$ cat src/hdl/tlt_pkg.sv
// Shared types, token and mode codes, and character constants of the tokenizer.
package tlt_pkg;

  // Field widths of the channel words.
  localparam int KIND_W  = 5;
  localparam int LEN_W   = 16;
  localparam int VALUE_W = 31;

  // Default width of the token length counter.
  localparam int LEN_BITS_DEF = 16;

  // Depth of the result queue; ready needs room for two words.
  localparam int QUEUE_DEPTH = 4;
  localparam int QPTR_W      = $clog2(QUEUE_DEPTH);

  // Largest number value.
  localparam logic [VALUE_W-1:0] VALUE_MAX = '1;

  // Token kinds.
  localparam logic [KIND_W-1:0] K_NAME    = 5'd0;
  localparam logic [KIND_W-1:0] K_INT     = 5'd1;
  localparam logic [KIND_W-1:0] K_STR     = 5'd2;
  localparam logic [KIND_W-1:0] K_REAL    = 5'd3;
  localparam logic [KIND_W-1:0] K_LARROW  = 5'd4;
  localparam logic [KIND_W-1:0] K_RARROW  = 5'd5;
  localparam logic [KIND_W-1:0] K_LPAREN  = 5'd6;
  localparam logic [KIND_W-1:0] K_RPAREN  = 5'd7;
  localparam logic [KIND_W-1:0] K_SEMI    = 5'd8;
  localparam logic [KIND_W-1:0] K_LBRACE  = 5'd9;
  localparam logic [KIND_W-1:0] K_RBRACE  = 5'd10;
  localparam logic [KIND_W-1:0] K_FN      = 5'd11;
  localparam logic [KIND_W-1:0] K_EQUALS  = 5'd12;
  localparam logic [KIND_W-1:0] K_SPACE   = 5'd13;
  localparam logic [KIND_W-1:0] K_COMMENT = 5'd14;
  localparam logic [KIND_W-1:0] K_EOF     = 5'd15;
  localparam logic [KIND_W-1:0] K_ERROR   = 5'd16;

  // Scanner modes.
  localparam int MODE_W = 4;
  localparam logic [MODE_W-1:0] M_IDLE     = 4'd0;
  localparam logic [MODE_W-1:0] M_WS       = 4'd1;
  localparam logic [MODE_W-1:0] M_COMMENT  = 4'd2;
  localparam logic [MODE_W-1:0] M_AFTER_F  = 4'd3;
  localparam logic [MODE_W-1:0] M_AFTER_EQ = 4'd4;
  localparam logic [MODE_W-1:0] M_AFTER_LT = 4'd5;
  localparam logic [MODE_W-1:0] M_STRING   = 4'd6;
  localparam logic [MODE_W-1:0] M_INT      = 4'd7;
  localparam logic [MODE_W-1:0] M_REAL     = 4'd8;
  localparam logic [MODE_W-1:0] M_NAME     = 4'd9;

  // Character codes.
  localparam logic [7:0] CH_NUL    = 8'd0;
  localparam logic [7:0] CH_TAB    = 8'd9;
  localparam logic [7:0] CH_NL     = 8'd10;
  localparam logic [7:0] CH_CR     = 8'd13;
  localparam logic [7:0] CH_SPACE  = 8'd32;
  localparam logic [7:0] CH_QUOTE  = 8'd34;
  localparam logic [7:0] CH_HASH   = 8'd35;
  localparam logic [7:0] CH_LPAREN = 8'd40;
  localparam logic [7:0] CH_RPAREN = 8'd41;
  localparam logic [7:0] CH_DASH   = 8'd45;
  localparam logic [7:0] CH_DOT    = 8'd46;
  localparam logic [7:0] CH_DIG0   = 8'd48;
  localparam logic [7:0] CH_DIG9   = 8'd57;
  localparam logic [7:0] CH_SEMI   = 8'd59;
  localparam logic [7:0] CH_LT     = 8'd60;
  localparam logic [7:0] CH_EQ     = 8'd61;
  localparam logic [7:0] CH_GT     = 8'd62;
  localparam logic [7:0] CH_F      = 8'd102;
  localparam logic [7:0] CH_N      = 8'd110;
  localparam logic [7:0] CH_LBRACE = 8'd123;
  localparam logic [7:0] CH_RBRACE = 8'd125;
  localparam logic [7:0] NAME_LO   = 8'd35;
  localparam logic [7:0] NAME_HI   = 8'd136;

  // One result word.
  typedef struct packed {
    logic [KIND_W-1:0]  kind;
    logic [LEN_W-1:0]   length;
    logic [VALUE_W-1:0] value;
    logic               last;
  } res_t;

  // Words produced by one accepted byte, oldest in res0.
  typedef struct packed {
    logic [1:0] count;
    res_t       res0;
    res_t       res1;
  } push_t;

  function automatic logic is_space(input logic [7:0] c);
    return (c == CH_SPACE) || (c >= CH_TAB && c <= CH_CR);
  endfunction

  function automatic logic is_digit(input logic [7:0] c);
    return (c >= CH_DIG0) && (c <= CH_DIG9);
  endfunction

  // Bytes that end a name.
  function automatic logic is_delim(input logic [7:0] c);
    return is_space(c) || (c == CH_SEMI) || (c == CH_LPAREN) || (c == CH_RPAREN);
  endfunction

endpackage

$ cat src/hdl/tlt_in_if.sv
// Source byte channel of the tokenizer.
interface tlt_in_if;
  logic       valid;
  logic       ready;
  logic [7:0] char_code;
  logic       end_of_input;

  modport source (output valid, output char_code, output end_of_input, input ready);
  modport sink   (input valid, input char_code, input end_of_input, output ready);
endinterface

$ cat src/hdl/tlt_out_if.sv
// Token result channel of the tokenizer.
interface tlt_out_if import tlt_pkg::*; ();
  logic               valid;
  logic               ready;
  logic [KIND_W-1:0]  token_kind;
  logic [LEN_W-1:0]   token_length;
  logic [VALUE_W-1:0] number_value;
  logic               last_of_run;

  modport source (output valid, output token_kind, output token_length,
                  output number_value, output last_of_run, input ready);
  modport sink   (input valid, input token_kind, input token_length,
                  input number_value, input last_of_run, output ready);
endinterface

$ cat src/hdl/toy_language_tokenizer.sv
// Top level of the streaming tokenizer: scanner and result queue.
// A token closed by a byte accepted at one edge is on out_ch from the next cycle
// when no earlier word waits in the queue.
// Throughput: one source byte per cycle; a byte that yields two tokens adds two words
// to the four-entry result queue, and in_ch.ready drops while more than two words wait.
// Reset (rst_n low, synchronous): scanner idle with no token pending, queue empty,
// whitespace drop set to 1.
module toy_language_tokenizer import tlt_pkg::*; #(
  parameter int LENGTH_BITS = LEN_BITS_DEF
) (
  input  logic      clk,
  input  logic      rst_n,
  tlt_in_if.sink    in_ch,
  tlt_out_if.source out_ch,
  input  logic      cfg_wr_en,
  input  logic      cfg_wr_data
);

  logic  space_ok;
  logic  in_fire;
  push_t push;

  // A source word is taken whenever the queue has room for two results.
  assign in_ch.ready = space_ok;
  assign in_fire     = in_ch.valid && space_ok;

  tlt_scan #(
    .LENGTH_BITS (LENGTH_BITS)
  ) u_scan (
    .clk          (clk),
    .rst_n        (rst_n),
    .in_fire      (in_fire),
    .char_code    (in_ch.char_code),
    .end_of_input (in_ch.end_of_input),
    .cfg_wr_en    (cfg_wr_en),
    .cfg_wr_data  (cfg_wr_data),
    .push         (push)
  );

  tlt_queue u_queue (
    .clk      (clk),
    .rst_n    (rst_n),
    .push_en  (in_fire),
    .push     (push),
    .space_ok (space_ok),
    .out_ch   (out_ch)
  );

endmodule

$ cat src/hdl/tlt_scan.sv
// Scanner state and the per-byte step logic that forms up to two tokens.
module tlt_scan import tlt_pkg::*; #(
  parameter int LENGTH_BITS = LEN_BITS_DEF
) (
  input  logic       clk,
  input  logic       rst_n,
  input  logic       in_fire,
  input  logic [7:0] char_code,
  input  logic       end_of_input,
  input  logic       cfg_wr_en,
  input  logic       cfg_wr_data,
  output push_t      push
);

  localparam logic [LENGTH_BITS-1:0] LEN_MAX = '1;
  localparam logic [LENGTH_BITS-1:0] LEN_ONE = LENGTH_BITS'(1);
  localparam logic [LENGTH_BITS-1:0] LEN_TWO = LENGTH_BITS'(2);

  logic [MODE_W-1:0]      mode_r, mode_nxt;
  logic [LENGTH_BITS-1:0] run_r, run_nxt;
  logic [VALUE_W-1:0]     acc_r, acc_nxt;
  logic                   drop_ws_r;

  logic                   stop;
  logic [LENGTH_BITS-1:0] grown;
  logic [35:0]            acc_times;
  logic [VALUE_W-1:0]     acc_step;
  logic                   restart;

  // Token closed by the pending mode.
  logic                   f_v;
  logic [KIND_W-1:0]      f_kind;
  logic [LENGTH_BITS-1:0] f_len;
  logic [VALUE_W-1:0]     f_val;

  // Token or mode opened by the byte.
  logic [MODE_W-1:0]      s_mode;
  logic                   s_v;
  logic [KIND_W-1:0]      s_kind;

  // Raw result slots before whitespace dropping.
  logic                   r0_v, r1_v, k0_v, k1_v;
  logic [KIND_W-1:0]      r0_kind, r1_kind;
  logic [LENGTH_BITS-1:0] r0_len, r1_len;
  logic [VALUE_W-1:0]     r0_val, r1_val;
  res_t                   w0, w1;

  // Token length on the 16-bit field: low bits of the counter.
  function automatic logic [LEN_W-1:0] to_len(input logic [LENGTH_BITS-1:0] x);
    logic [31:0] t;
    t = 32'(x);
    return t[LEN_W-1:0];
  endfunction

  assign stop  = end_of_input || (char_code == CH_NUL);
  assign grown = (run_r == LEN_MAX) ? run_r : run_r + LEN_ONE;

  // Decimal accumulate, acc*10 + digit, saturating.
  assign acc_times = (36'(acc_r) << 3) + (36'(acc_r) << 1) + 36'(char_code[3:0]);
  assign acc_step  = (acc_times > 36'(VALUE_MAX)) ? VALUE_MAX : acc_times[VALUE_W-1:0];

  // Flush of the pending token.
  always_comb begin
    f_v    = 1'b1;
    f_kind = K_NAME;
    f_len  = run_r;
    f_val  = '0;
    unique case (mode_r)
      M_WS:       f_kind = K_SPACE;
      M_COMMENT:  f_kind = K_COMMENT;
      M_AFTER_F,
      M_AFTER_LT,
      M_NAME:     f_kind = K_NAME;
      M_AFTER_EQ: begin
        f_kind = K_EQUALS;
        f_len  = LEN_ONE;
      end
      M_STRING:   f_kind = K_ERROR;
      M_INT: begin
        f_kind = K_INT;
        f_val  = acc_r;
      end
      M_REAL: begin
        f_kind = K_REAL;
        f_val  = acc_r;
      end
      default:    f_v = 1'b0;
    endcase
  end

  // Start of a new token at this byte.
  always_comb begin
    s_mode = M_IDLE;
    s_v    = 1'b0;
    s_kind = K_ERROR;
    if (is_space(char_code)) begin
      s_mode = M_WS;
    end else if (char_code == CH_LPAREN) begin
      s_v = 1'b1; s_kind = K_LPAREN;
    end else if (char_code == CH_RPAREN) begin
      s_v = 1'b1; s_kind = K_RPAREN;
    end else if (char_code == CH_LBRACE) begin
      s_v = 1'b1; s_kind = K_LBRACE;
    end else if (char_code == CH_RBRACE) begin
      s_v = 1'b1; s_kind = K_RBRACE;
    end else if (char_code == CH_SEMI) begin
      s_v = 1'b1; s_kind = K_SEMI;
    end else if (char_code == CH_HASH) begin
      s_mode = M_COMMENT;
    end else if (char_code == CH_F) begin
      s_mode = M_AFTER_F;
    end else if (char_code == CH_EQ) begin
      s_mode = M_AFTER_EQ;
    end else if (char_code == CH_LT) begin
      s_mode = M_AFTER_LT;
    end else if (char_code == CH_QUOTE) begin
      s_mode = M_STRING;
    end else if (is_digit(char_code)) begin
      s_mode = M_INT;
    end else if (char_code >= NAME_LO && char_code <= NAME_HI) begin
      s_mode = M_NAME;
    end else begin
      s_v = 1'b1; s_kind = K_ERROR;
    end
  end

  // Step of the scanner for one accepted word.
  always_comb begin
    mode_nxt = mode_r;
    run_nxt  = run_r;
    acc_nxt  = acc_r;
    restart  = 1'b0;
    r0_v     = 1'b0;
    r0_kind  = K_NAME;
    r0_len   = '0;
    r0_val   = '0;
    r1_v     = 1'b0;
    r1_kind  = K_NAME;
    r1_len   = '0;
    r1_val   = '0;
    if (stop) begin
      r0_v     = f_v;
      r0_kind  = f_kind;
      r0_len   = f_len;
      r0_val   = f_val;
      r1_v     = 1'b1;
      r1_kind  = K_EOF;
      mode_nxt = M_IDLE;
      run_nxt  = '0;
      acc_nxt  = '0;
    end else begin
      unique case (mode_r)
        M_WS: begin
          if (is_space(char_code)) run_nxt = grown;
          else restart = 1'b1;
        end
        M_COMMENT: begin
          if (char_code != CH_NL) run_nxt = grown;
          else restart = 1'b1;
        end
        M_AFTER_F,
        M_AFTER_LT: begin
          if ((mode_r == M_AFTER_F && char_code == CH_N) ||
              (mode_r == M_AFTER_LT && char_code == CH_DASH)) begin
            r0_v     = 1'b1;
            r0_kind  = (mode_r == M_AFTER_F) ? K_FN : K_LARROW;
            r0_len   = LEN_TWO;
            mode_nxt = M_IDLE;
            run_nxt  = '0;
          end else if (!is_delim(char_code)) begin
            mode_nxt = M_NAME;
            run_nxt  = grown;
          end else begin
            restart = 1'b1;
          end
        end
        M_AFTER_EQ: begin
          if (char_code == CH_GT) begin
            r0_v     = 1'b1;
            r0_kind  = K_RARROW;
            r0_len   = LEN_TWO;
            mode_nxt = M_IDLE;
            run_nxt  = '0;
          end else begin
            restart = 1'b1;
          end
        end
        M_STRING: begin
          if (char_code == CH_QUOTE) begin
            r0_v     = 1'b1;
            r0_kind  = K_STR;
            r0_len   = grown;
            mode_nxt = M_IDLE;
            run_nxt  = '0;
          end else begin
            run_nxt = grown;
          end
        end
        M_INT: begin
          if (is_digit(char_code)) begin
            acc_nxt = acc_step;
            run_nxt = grown;
          end else if (char_code == CH_DOT) begin
            mode_nxt = M_REAL;
            run_nxt  = grown;
          end else begin
            restart = 1'b1;
          end
        end
        M_REAL: begin
          if (is_digit(char_code)) run_nxt = grown;
          else restart = 1'b1;
        end
        M_NAME: begin
          if (!is_delim(char_code)) run_nxt = grown;
          else restart = 1'b1;
        end
        default: restart = 1'b1;
      endcase

      // Close the pending token and open one at this byte.
      if (restart) begin
        r0_v     = f_v;
        r0_kind  = f_kind;
        r0_len   = f_len;
        r0_val   = f_val;
        r1_v     = s_v;
        r1_kind  = s_kind;
        r1_len   = LEN_ONE;
        mode_nxt = s_mode;
        run_nxt  = (s_mode != M_IDLE) ? LEN_ONE : '0;
        acc_nxt  = (s_mode == M_INT) ? VALUE_W'(char_code[3:0]) : '0;
      end
    end
  end

  // Drop whitespace tokens when dropping is set, pack the kept words and mark the last one.
  always_comb begin
    k0_v = r0_v && !(drop_ws_r && r0_kind == K_SPACE);
    k1_v = r1_v && !(drop_ws_r && r1_kind == K_SPACE);
    w0   = '{kind: r0_kind, length: to_len(r0_len), value: r0_val, last: !k1_v};
    w1   = '{kind: r1_kind, length: to_len(r1_len), value: r1_val, last: 1'b1};
    push.count = {1'b0, k0_v} + {1'b0, k1_v};
    if (k0_v) begin
      push.res0 = w0;
      push.res1 = w1;
    end else begin
      push.res0 = w1;
      push.res1 = w1;
    end
  end

  // Scanner state.
  always_ff @(posedge clk) begin
    if (!rst_n) begin
      mode_r <= M_IDLE;
      run_r  <= '0;
      acc_r  <= '0;
    end else if (in_fire) begin
      mode_r <= mode_nxt;
      run_r  <= run_nxt;
      acc_r  <= acc_nxt;
    end
  end

  // Whitespace drop register.
  always_ff @(posedge clk) begin
    if (!rst_n) begin
      drop_ws_r <= 1'b1;
    end else if (cfg_wr_en) begin
      drop_ws_r <= cfg_wr_data;
    end
  end

  // A pending token always has a nonzero length.
  a_pending_len: assert property (@(posedge clk) disable iff (!rst_n)
    (mode_r != M_IDLE) |-> (run_r != '0))
    else $error("pending token with zero length");

  // An end marker leaves the scanner idle and cleared.
  a_end_clears: assert property (@(posedge clk) disable iff (!rst_n)
    (in_fire && stop) |=> (mode_r == M_IDLE && run_r == '0 && acc_r == '0))
    else $error("scanner not cleared after end of input");

  // Of two words from one byte, only the second is marked last.
  a_two_last: assert property (@(posedge clk) disable iff (!rst_n)
    (push.count == 2'd2) |-> (push.res1.last && !push.res0.last))
    else $error("bad last marking on a pair of words");

  // Number values appear only on number tokens.
  a_value_kind: assert property (@(posedge clk) disable iff (!rst_n)
    (push.count != 2'd0 && push.res0.value != '0) |->
      (push.res0.kind == K_INT || push.res0.kind == K_REAL))
    else $error("number value on a non-number token");

endmodule

$ cat src/hdl/tlt_queue.sv
// Result queue that takes up to two words per cycle and delivers one per pop.
module tlt_queue import tlt_pkg::*; (
  input  logic      clk,
  input  logic      rst_n,
  input  logic      push_en,
  input  push_t     push,
  output logic      space_ok,
  tlt_out_if.source out_ch
);

  res_t                entry_r [QUEUE_DEPTH];
  logic [QPTR_W-1:0]   wr_ptr_r, rd_ptr_r;
  logic [QPTR_W:0]     count_r;
  logic [QPTR_W-1:0]   wr_ptr_1;
  logic [1:0]          push_n;
  logic                pop;

  assign wr_ptr_1 = wr_ptr_r + QPTR_W'(1);
  assign push_n   = push_en ? push.count : 2'd0;
  assign pop      = out_ch.valid && out_ch.ready;

  // Room for a full pair keeps input acceptance independent of the output side.
  assign space_ok = (count_r <= (QPTR_W + 1)'(QUEUE_DEPTH - 2));

  // Head of the queue drives the output word.
  assign out_ch.valid        = (count_r != '0);
  assign out_ch.token_kind   = entry_r[rd_ptr_r].kind;
  assign out_ch.token_length = entry_r[rd_ptr_r].length;
  assign out_ch.number_value = entry_r[rd_ptr_r].value;
  assign out_ch.last_of_run  = entry_r[rd_ptr_r].last;

  // Entry storage.
  always_ff @(posedge clk) begin
    if (push_n != 2'd0) entry_r[wr_ptr_r] <= push.res0;
    if (push_n == 2'd2) entry_r[wr_ptr_1] <= push.res1;
  end

  // Pointers and fill count.
  always_ff @(posedge clk) begin
    if (!rst_n) begin
      wr_ptr_r <= '0;
      rd_ptr_r <= '0;
      count_r  <= '0;
    end else begin
      wr_ptr_r <= wr_ptr_r + QPTR_W'(push_n);
      if (pop) rd_ptr_r <= rd_ptr_r + QPTR_W'(1);
      count_r  <= count_r + (QPTR_W + 1)'(push_n) - (QPTR_W + 1)'(pop);
    end
  end

  // The fill count never passes the depth.
  a_no_overflow: assert property (@(posedge clk) disable iff (!rst_n)
    count_r <= (QPTR_W + 1)'(QUEUE_DEPTH))
    else $error("result queue overflow");

  // A push only happens with room for a pair.
  a_push_room: assert property (@(posedge clk) disable iff (!rst_n)
    (push_n != 2'd0) |-> space_ok)
    else $error("push without room");

  // A lone pop lowers the count by one.
  a_pop_count: assert property (@(posedge clk) disable iff (!rst_n)
    (pop && push_n == 2'd0) |=> (count_r == $past(count_r) - (QPTR_W + 1)'(1)))
    else $error("fill count wrong after pop");

endmodule

$ cat src/flat_wrapper.sv
// flat-port wrapper written by rule: the top's interface ports become plain ports
module toy_language_tokenizer_flat import tlt_pkg::*;
#(
  parameter int LENGTH_BITS = LEN_BITS_DEF
)
  (clk, rst_n, cfg_wr_en, cfg_wr_data, in_ch_valid, in_ch_char_code, in_ch_end_of_input, in_ch_ready, out_ch_valid, out_ch_token_kind, out_ch_token_length, out_ch_number_value, out_ch_last_of_run, out_ch_ready);
  tlt_in_if in_ch_i ();
  tlt_out_if out_ch_i ();
  input  logic clk;
  input  logic rst_n;
  input  logic cfg_wr_en;
  input  logic cfg_wr_data;
  input wire logic [$bits(in_ch_i.valid)-1:0] in_ch_valid;
  input wire logic [$bits(in_ch_i.char_code)-1:0] in_ch_char_code;
  input wire logic [$bits(in_ch_i.end_of_input)-1:0] in_ch_end_of_input;
  output wire logic [$bits(in_ch_i.ready)-1:0] in_ch_ready;
  output wire logic [$bits(out_ch_i.valid)-1:0] out_ch_valid;
  output wire logic [$bits(out_ch_i.token_kind)-1:0] out_ch_token_kind;
  output wire logic [$bits(out_ch_i.token_length)-1:0] out_ch_token_length;
  output wire logic [$bits(out_ch_i.number_value)-1:0] out_ch_number_value;
  output wire logic [$bits(out_ch_i.last_of_run)-1:0] out_ch_last_of_run;
  input wire logic [$bits(out_ch_i.ready)-1:0] out_ch_ready;
  assign in_ch_i.valid = in_ch_valid;
  assign in_ch_i.char_code = in_ch_char_code;
  assign in_ch_i.end_of_input = in_ch_end_of_input;
  assign in_ch_ready = in_ch_i.ready;
  assign out_ch_valid = out_ch_i.valid;
  assign out_ch_token_kind = out_ch_i.token_kind;
  assign out_ch_token_length = out_ch_i.token_length;
  assign out_ch_number_value = out_ch_i.number_value;
  assign out_ch_last_of_run = out_ch_i.last_of_run;
  assign out_ch_i.ready = out_ch_ready;
  toy_language_tokenizer #(.LENGTH_BITS(LENGTH_BITS)) u_core (.clk(clk), .rst_n(rst_n), .in_ch(in_ch_i), .out_ch(out_ch_i), .cfg_wr_en(cfg_wr_en), .cfg_wr_data(cfg_wr_data));
endmodule
$ cat config.mk
export PLATFORM = sky130hd
export DESIGN_NAME = toy_language_tokenizer_flat
export DESIGN_NICKNAME = d
export VERILOG_FILES = /design/src/hdl/tlt_pkg.sv /design/src/hdl/tlt_in_if.sv /design/src/hdl/tlt_out_if.sv /design/src/hdl/toy_language_tokenizer.sv /design/src/hdl/tlt_scan.sv /design/src/hdl/tlt_queue.sv /design/src/flat_wrapper.sv
export SDC_FILE = /design/constraint.sdc
export NUM_CORES = 1
export LEC_CHECK = 0
export ABC_AREA = 1
export BUFFER_PORTS_ARGS = -buffer_cell sky130_fd_sc_hd__buf_4
export CORE_AREA = 4 4 198 200
export CTS_CLUSTER_DIAMETER = 40
export CTS_CLUSTER_SIZE = 8
export DETAILED_ROUTE_END_ITERATION = 10
export DIE_AREA = 0 0 202 204
export PLACE_DENSITY = 0.67
export SLEW_MARGIN = 20
export SYNTH_ARGS = -nofsm -noshare
export SYNTH_HDL_FRONTEND = slang
export SYNTH_SLANG_ARGS = --single-unit
$ cat constraint.sdc
create_clock -name clk -period 4 [get_ports clk]
set_input_delay 0 -clock clk [delete_from_list [all_inputs] [get_ports clk]]
set_output_delay 0 -clock clk [all_outputs]
set_load 0.01 [all_outputs]
# Word level (Yosys, flattened, before mapping)
# Memory sizes are Yosys's and may differ from the RTL's. A register that Yosys moved wholly into a read port is not among the register bits.
# Cells that the tools add are included.
# classes
addsub,9
n_lt_le_gt_ge,8
eq_ne,39
mux,110
reduce_logical,34
# op_table
operator,count
16-bit 2-to-1 mux,16
31-bit 2-to-1 mux,8
16-bit case mux with 8 select lines,1
106-bit 2-to-1 mux,1
4-bit 2-to-1 mux,24
"8-bit by 6-bit == test with 1-bit output, second input constant",11
5-bit 2-to-1 mux,10
16-bit case mux with 3 select lines,1
1-bit 2-to-1 mux,37
35-bit by 4-bit adder with 36-bit output,1
"36-bit by 31-bit > comparator with 1-bit output, second input constant",1
34-bit by 32-bit adder with 35-bit output,1
"8-bit by 7-bit == test with 1-bit output, second input constant",4
5-bit case mux with 6 select lines,1
"4-bit inequality test, second input constant",7
"4-bit by 3-bit == test with 1-bit output, second input constant",5
"16-bit by 1-bit adder with 16-bit output, second input constant",1
"16-bit == test, second input constant",1
"8-bit by 6-bit greater-or-equal comparator with 1-bit output, second input constant",2
4-bit case mux with 4 select lines,1
7-bit AND reduction,2
2-bit 2-to-1 mux,6
4-bit case mux with 3 select lines,1
1-bit logical AND,11
31 further kinds,46
# word_totals
reg_bits,59
mem_bits_rw,212
in_bits,15
word_cells,208
n_memories,1
# mem_list
name,depth,width,rd,rd_clocked_by_memory_dff,write_ports,line,rtl
u_core.u_queue.entry_r,4,53,1,1,2,tlt_queue.sv:11,res_t entry_r [QUEUE_DEPTH];

# Depth between registers and ports, before layout
# logic_depth
ltp_word,23
ltp_mapped,31

# Hierarchy
# From an unflattened synthesis, not the netlist that was laid out.
# unflattened
cells_unflattened,2283
area_unflattened_um2,17619.4
# by_module_without_submodules
module,n_inst,cells_per_inst,area_per_inst_um2,seq_area_each_um2
tlt_queue,1,1112,10716.5,6546.3
tlt_scan,1,1169,6895.4,1041.0
toy_language_tokenizer,1,2,7.5,0.0

# Worst setup path after synthesis
# No wires, ideal clock.
# synth_timing
kind,register to register
from,register u_core.u_scan.mode_r[3]
to,memory u_core.u_queue.entry_r[1][10] (netlist name)
setup_ps,128
arrival_time_ps,3657
path_slack_ps,215
stages_incl_launch_ff,30
synth_period_minus_slack_ps,3785
path_cell_list,dfxtp_1 inv_2 nand2_2 inv_2 nand2_1 inv_2 nand2_1 nand2_1 nor2_2 nand2_1 nor2_2 nand4_4 nand2_1 nand2_1 clkinv_1 nand4_4 nand2_4 inv_2 buf_4 ha_1 inv_1 nor2_1 nor2_1 nor3_1 inv_1 nand2_1 inv_2 clkbuf_1 nand2_1 o21ai_0
# synth_lines
element,line,rtl
start: declaration,tlt_scan.sv:19,"logic [MODE_W-1:0] mode_r, mode_nxt;"
start signal: assignment,tlt_scan.sv:260,mode_r <= mode_nxt;
end: declaration,tlt_queue.sv:11,

==> metrics.csv <==
metric;value;unit
worst IR drop on VDD;428;uV
TritonCTS clock tree;built;
Post-DP HPWL;29900;um
synthesized area per cell;6.96;um2
critical path, cell by cell;inv_1 > nand2_1 > nor2_1 > nand3_1 > nand3_2 > nor2_1 > nor2_1 > nand4_1 > nand2_1 > nand4_4 > nand2_4 > inv_2 > ha_1 > inv_1 > nor2_2 > nor2_1 > nor3_2 > inv_1 > nand2_1 > inv_6 > nand2_1 > o21ai_0;
Tmin final;3730;ps
synth unique cells;46;
max-slew violation count;0;
die span in x;202;um
post-synthesis sequential element count;273;
post-synthesis instance area;0.0148;mm2
net count reported at finish;2274;
Die ar.;0.0412;mm2
sequential-to-total area share from yosys stat;38.6;%
total global routing track utilization;21.7;%
wire length of the first global-routing pass;74500;um
Wirelength per Cell;16.8;um
required time of the critical path;4440;ps
number of diodes added for antenna fixing;0;
library cell with the largest summed area after synthesis;sky130_fd_sc_hd__dfxtp_1;
count of input and output buffers;69;
maximum operating frequency;0.268;GHz
synth-to-layout area growth;16.9;%
H-tree Lvls;2;
proportion of netlist area held by the largest area contributor;33.8;%
Max-Cap Viols;0;
critical path arrival;4170;ps
via count of the first global-routing pass;14284;
aggregate global routing overflow;0;
clock root buffer;sky130_fd_sc_hd__clkbuf_16;
wirelength, routed;45700;um
Clk pin slew, worst setup/hold paths;50;ps
Layout fillers;3769;
filler-free cell count of the finished design;2715;
layout cell share with drive strength beyond 1;10.3;%
maximum clock insertion buffer count;3;
std cell rows;71;
clock latency reported for the late side of the worst-skew pair;540;ps
R2R depth;22;
last weighted congestion value of the routability-driven placer;0.938;
most instantiated flip-flop cell in the synthesis netlist;sky130_fd_sc_hd__dfxtp_1;
final setup TNS;0;ps
max_slew headroom;32.1;%
die height;204;um
top cells by area, synth;sky130_fd_sc_hd__dfxtp_1 (34%), sky130_fd_sc_hd__nand2_1 (15%), sky130_fd_sc_hd__o21ai_0 (11%), sky130_fd_sc_hd__ha_1 (5.8%), sky130_fd_sc_hd__nor2_1 (5.5%);
total via count in the routed design;14818;
First DRT Iteration DRCs;1403;
number of antenna violations at the first check in global routing;0;
core box area;0.0374;mm2
Placed Cells incl. Taps;2643;
number of nets produced by synthesis;2208;
final cycle utilization of the critical path;93.2;%
areal power density over the cells;573;mW/mm2
category of the worst setup path launch point;flop;
unrepaired setup endpoints after global routing;yes;
ports placed on the boundary;70;
largest net degree at the start of global routing;107;
class of the most critical hold timing path;in -> reg;
clk_skew;16.6;ps
number of detailed-routing iterations run before antenna repair;5;
proportion of synthesized flip-flops having asynchronous set or reset;0;%
number of design rule violations left after detail routing;0;
Synthesis Warnings;0;
number of sinks on the clock net;273;
Initial Util;39.5;%
static leakage power;7.43;nW
slowest stage cell on the critical path;sky130_fd_sc_hd__inv_6;
synthesized netlist cell count;2122;
worst-path maximum fanout;46;
outcome;complete, no violations;
kind of critical path;reg -> reg;
post-route ant nets;0;
number of cells on the worst hold path;4;
vias per cell;5.46;
endpoint class of the critical path;flop;
hold violation total from the final report;0;
number of CTS-inserted buffers;44;
final setup violation count;0;
measured slew at the worst slew-check pin;1010;ps
Post-synth EDFFs;24;
largest incremental delay on the critical path;380;ps
-- cell type report --
| class | count | area (um2) | area share, % |
|---|---|---|---|
| Tap cell | 511 | 639 | 3.71 |
| Clock buffer | 51 | 1140 | 6.59 |
| Multi-Input combinational cell | 1619 | 8200 | 47.5 |
| Inverter | 130 | 528 | 3.06 |
| Sequential cell | 273 | 5710 | 33.1 |
| Clock inverter | 11 | 105 | 0.609 |
| Timing Repair Buffer | 120 | 931 | 5.40 |
-- through the flow --
step           worst slack, ps  util, %  hold WS (ps)  power (mW)  area [um2]
4_1_cts                    213     45.9          13.0        9.88       17200
2_1_floorplan              215        -           100        5.30       14800
3_5_place_dp             -17.0     42.3           205        6.55       15800
5_1_grt                  -48.8     46.1          78.1        10.4       17300
3_3_place_gp              70.0     42.3           197        6.52       15800
6_report                   272     46.1          35.3        9.89       17300
-- logic make-up after synthesis --
| kind of cell | synth area share, % |
|---|---|
| flops | 38.6 |
| compound gates | 19.9 |
| buf+inv | 6.19 |
| simple gates | 27.2 |
| xor+xnor | 1.96 |
| fa+ha+maj | 6.17 |
-- cells in the mapped netlist, types with 2 or more instances --
master	number
sky130_fd_sc_hd__nand4_1	9
sky130_fd_sc_hd__o21ai_0	322
sky130_fd_sc_hd__a31oi_1	6
sky130_fd_sc_hd__buf_4	2
sky130_fd_sc_hd__a21boi_0	2
sky130_fd_sc_hd__o22ai_1	53
sky130_fd_sc_hd__nand2_2	4
sky130_fd_sc_hd__nand4_4	2
sky130_fd_sc_hd__a32oi_1	2
sky130_fd_sc_hd__buf_2	12
sky130_fd_sc_hd__o21a_1	3
sky130_fd_sc_hd__a22oi_1	8
sky130_fd_sc_hd__nand2_4	8
sky130_fd_sc_hd__xnor2_1	13
sky130_fd_sc_hd__nand3_1	107
sky130_fd_sc_hd__nand2_1	589
sky130_fd_sc_hd__a32o_1	2
sky130_fd_sc_hd__inv_1	117
sky130_fd_sc_hd__nor2_4	7
sky130_fd_sc_hd__nor2_2	6
sky130_fd_sc_hd__o211ai_1	3
sky130_fd_sc_hd__ha_1	68
sky130_fd_sc_hd__a21oi_1	120
sky130_fd_sc_hd__clkbuf_1	82
sky130_fd_sc_hd__xor2_1	20
sky130_fd_sc_hd__nor4_1	4
sky130_fd_sc_hd__edfxtp_1	24
sky130_fd_sc_hd__a211oi_1	2
sky130_fd_sc_hd__dfxtp_1	249
sky130_fd_sc_hd__o32ai_1	10
sky130_fd_sc_hd__fa_1	3
sky130_fd_sc_hd__nor3_1	17
sky130_fd_sc_hd__o21ai_1	5
sky130_fd_sc_hd__inv_2	11
sky130_fd_sc_hd__nor2_1	216
sky130_fd_sc_hd__a21o_1	4
-- final timing paths --
kind / start / endpoint / slack (ps)
worst min-delay path: in_ch_valid / u_core.u_queue.wr_ptr_r[1] / 40
worst min register to register: u_core.u_queue.entry_r[1][36] / u_core.u_queue.entry_r[1][36] / 450
worst max register to register: u_core.u_scan.mode_r[2] / u_core.u_queue.entry_r[2][11] / 270
worst max-delay path: u_core.u_scan.mode_r[2] / u_core.u_queue.entry_r[2][11] / 270
-- worst max-delay path: cells and delay by family, from the launching register on --
family / cells / cell delay, ps
AOI/OAI and AO/OA: 1 / 100
buffers and inverters: 5 / 760
and+or+nand+nor: 15 / 2150
adders and majority gates: 1 / 300
DFF: 1 / 330
-- registers in the layout, indices dropped and copies added, names as in the netlist, named ones only --
name                     count
u_core.u_scan.acc_r         31
u_core.u_queue.rd_ptr_r      2
u_core.u_scan.mode_r         4
u_core.u_queue.wr_ptr_r      2
u_core.u_scan.drop_ws_r      1
u_core.u_queue.count_r       3
u_core.u_scan.run_r         16
u_core.u_queue.entry_r     212
-- metal layers --
metal / vias up / share of wire, % / GRT usage, %
met5: - / 0 / 0
met4: 0 / 1.9 / 6.10
met3: 67 / 7.2 / 3.22
met2: 527 / 44 / 34.5
met1: 6995 / 47 / 30.9
li1: 7229 / - / -
-- where the power goes --
group          internal [mW]  total, mW  leakage (nW)  switching (mW)
Combinational           1.03       3.51          4.59            2.48
Clock                   2.05       3.30         0.610            1.24
Sequential              2.96       3.08          2.23           0.114
Total                   6.05       9.89          7.43            3.84
-- placed cells by master (no fill, tap or decap), drive strengths merged, types with 4 or more instances in the layout --
cell type      n
nor3          17
a21o           4
inv          128
a21oi        120
xor2          20
nand2        601
edfxtp        24
a22oi          8
buf          111
nor2         229
nor4           4
clkinv         9
o21ai        327
xnor2         13
dlygate4sd3    9
nand4         12
clkbuf        51
o22ai         53
o32ai         10
a31oi          7
ha            68
dfxtp        249
nand3        107
-- what timing repair did --
item | in CTS | in global routing
hold buffers | 9 | 0
endpoints found under the hold margin | 16 | 0
endpoints found under the setup margin | 43 | 199
gates resized for setup | 4 | 21
setup buffers | 0 | 1
pin swaps | 0 | 1
(Power assumes the default switching activity.)
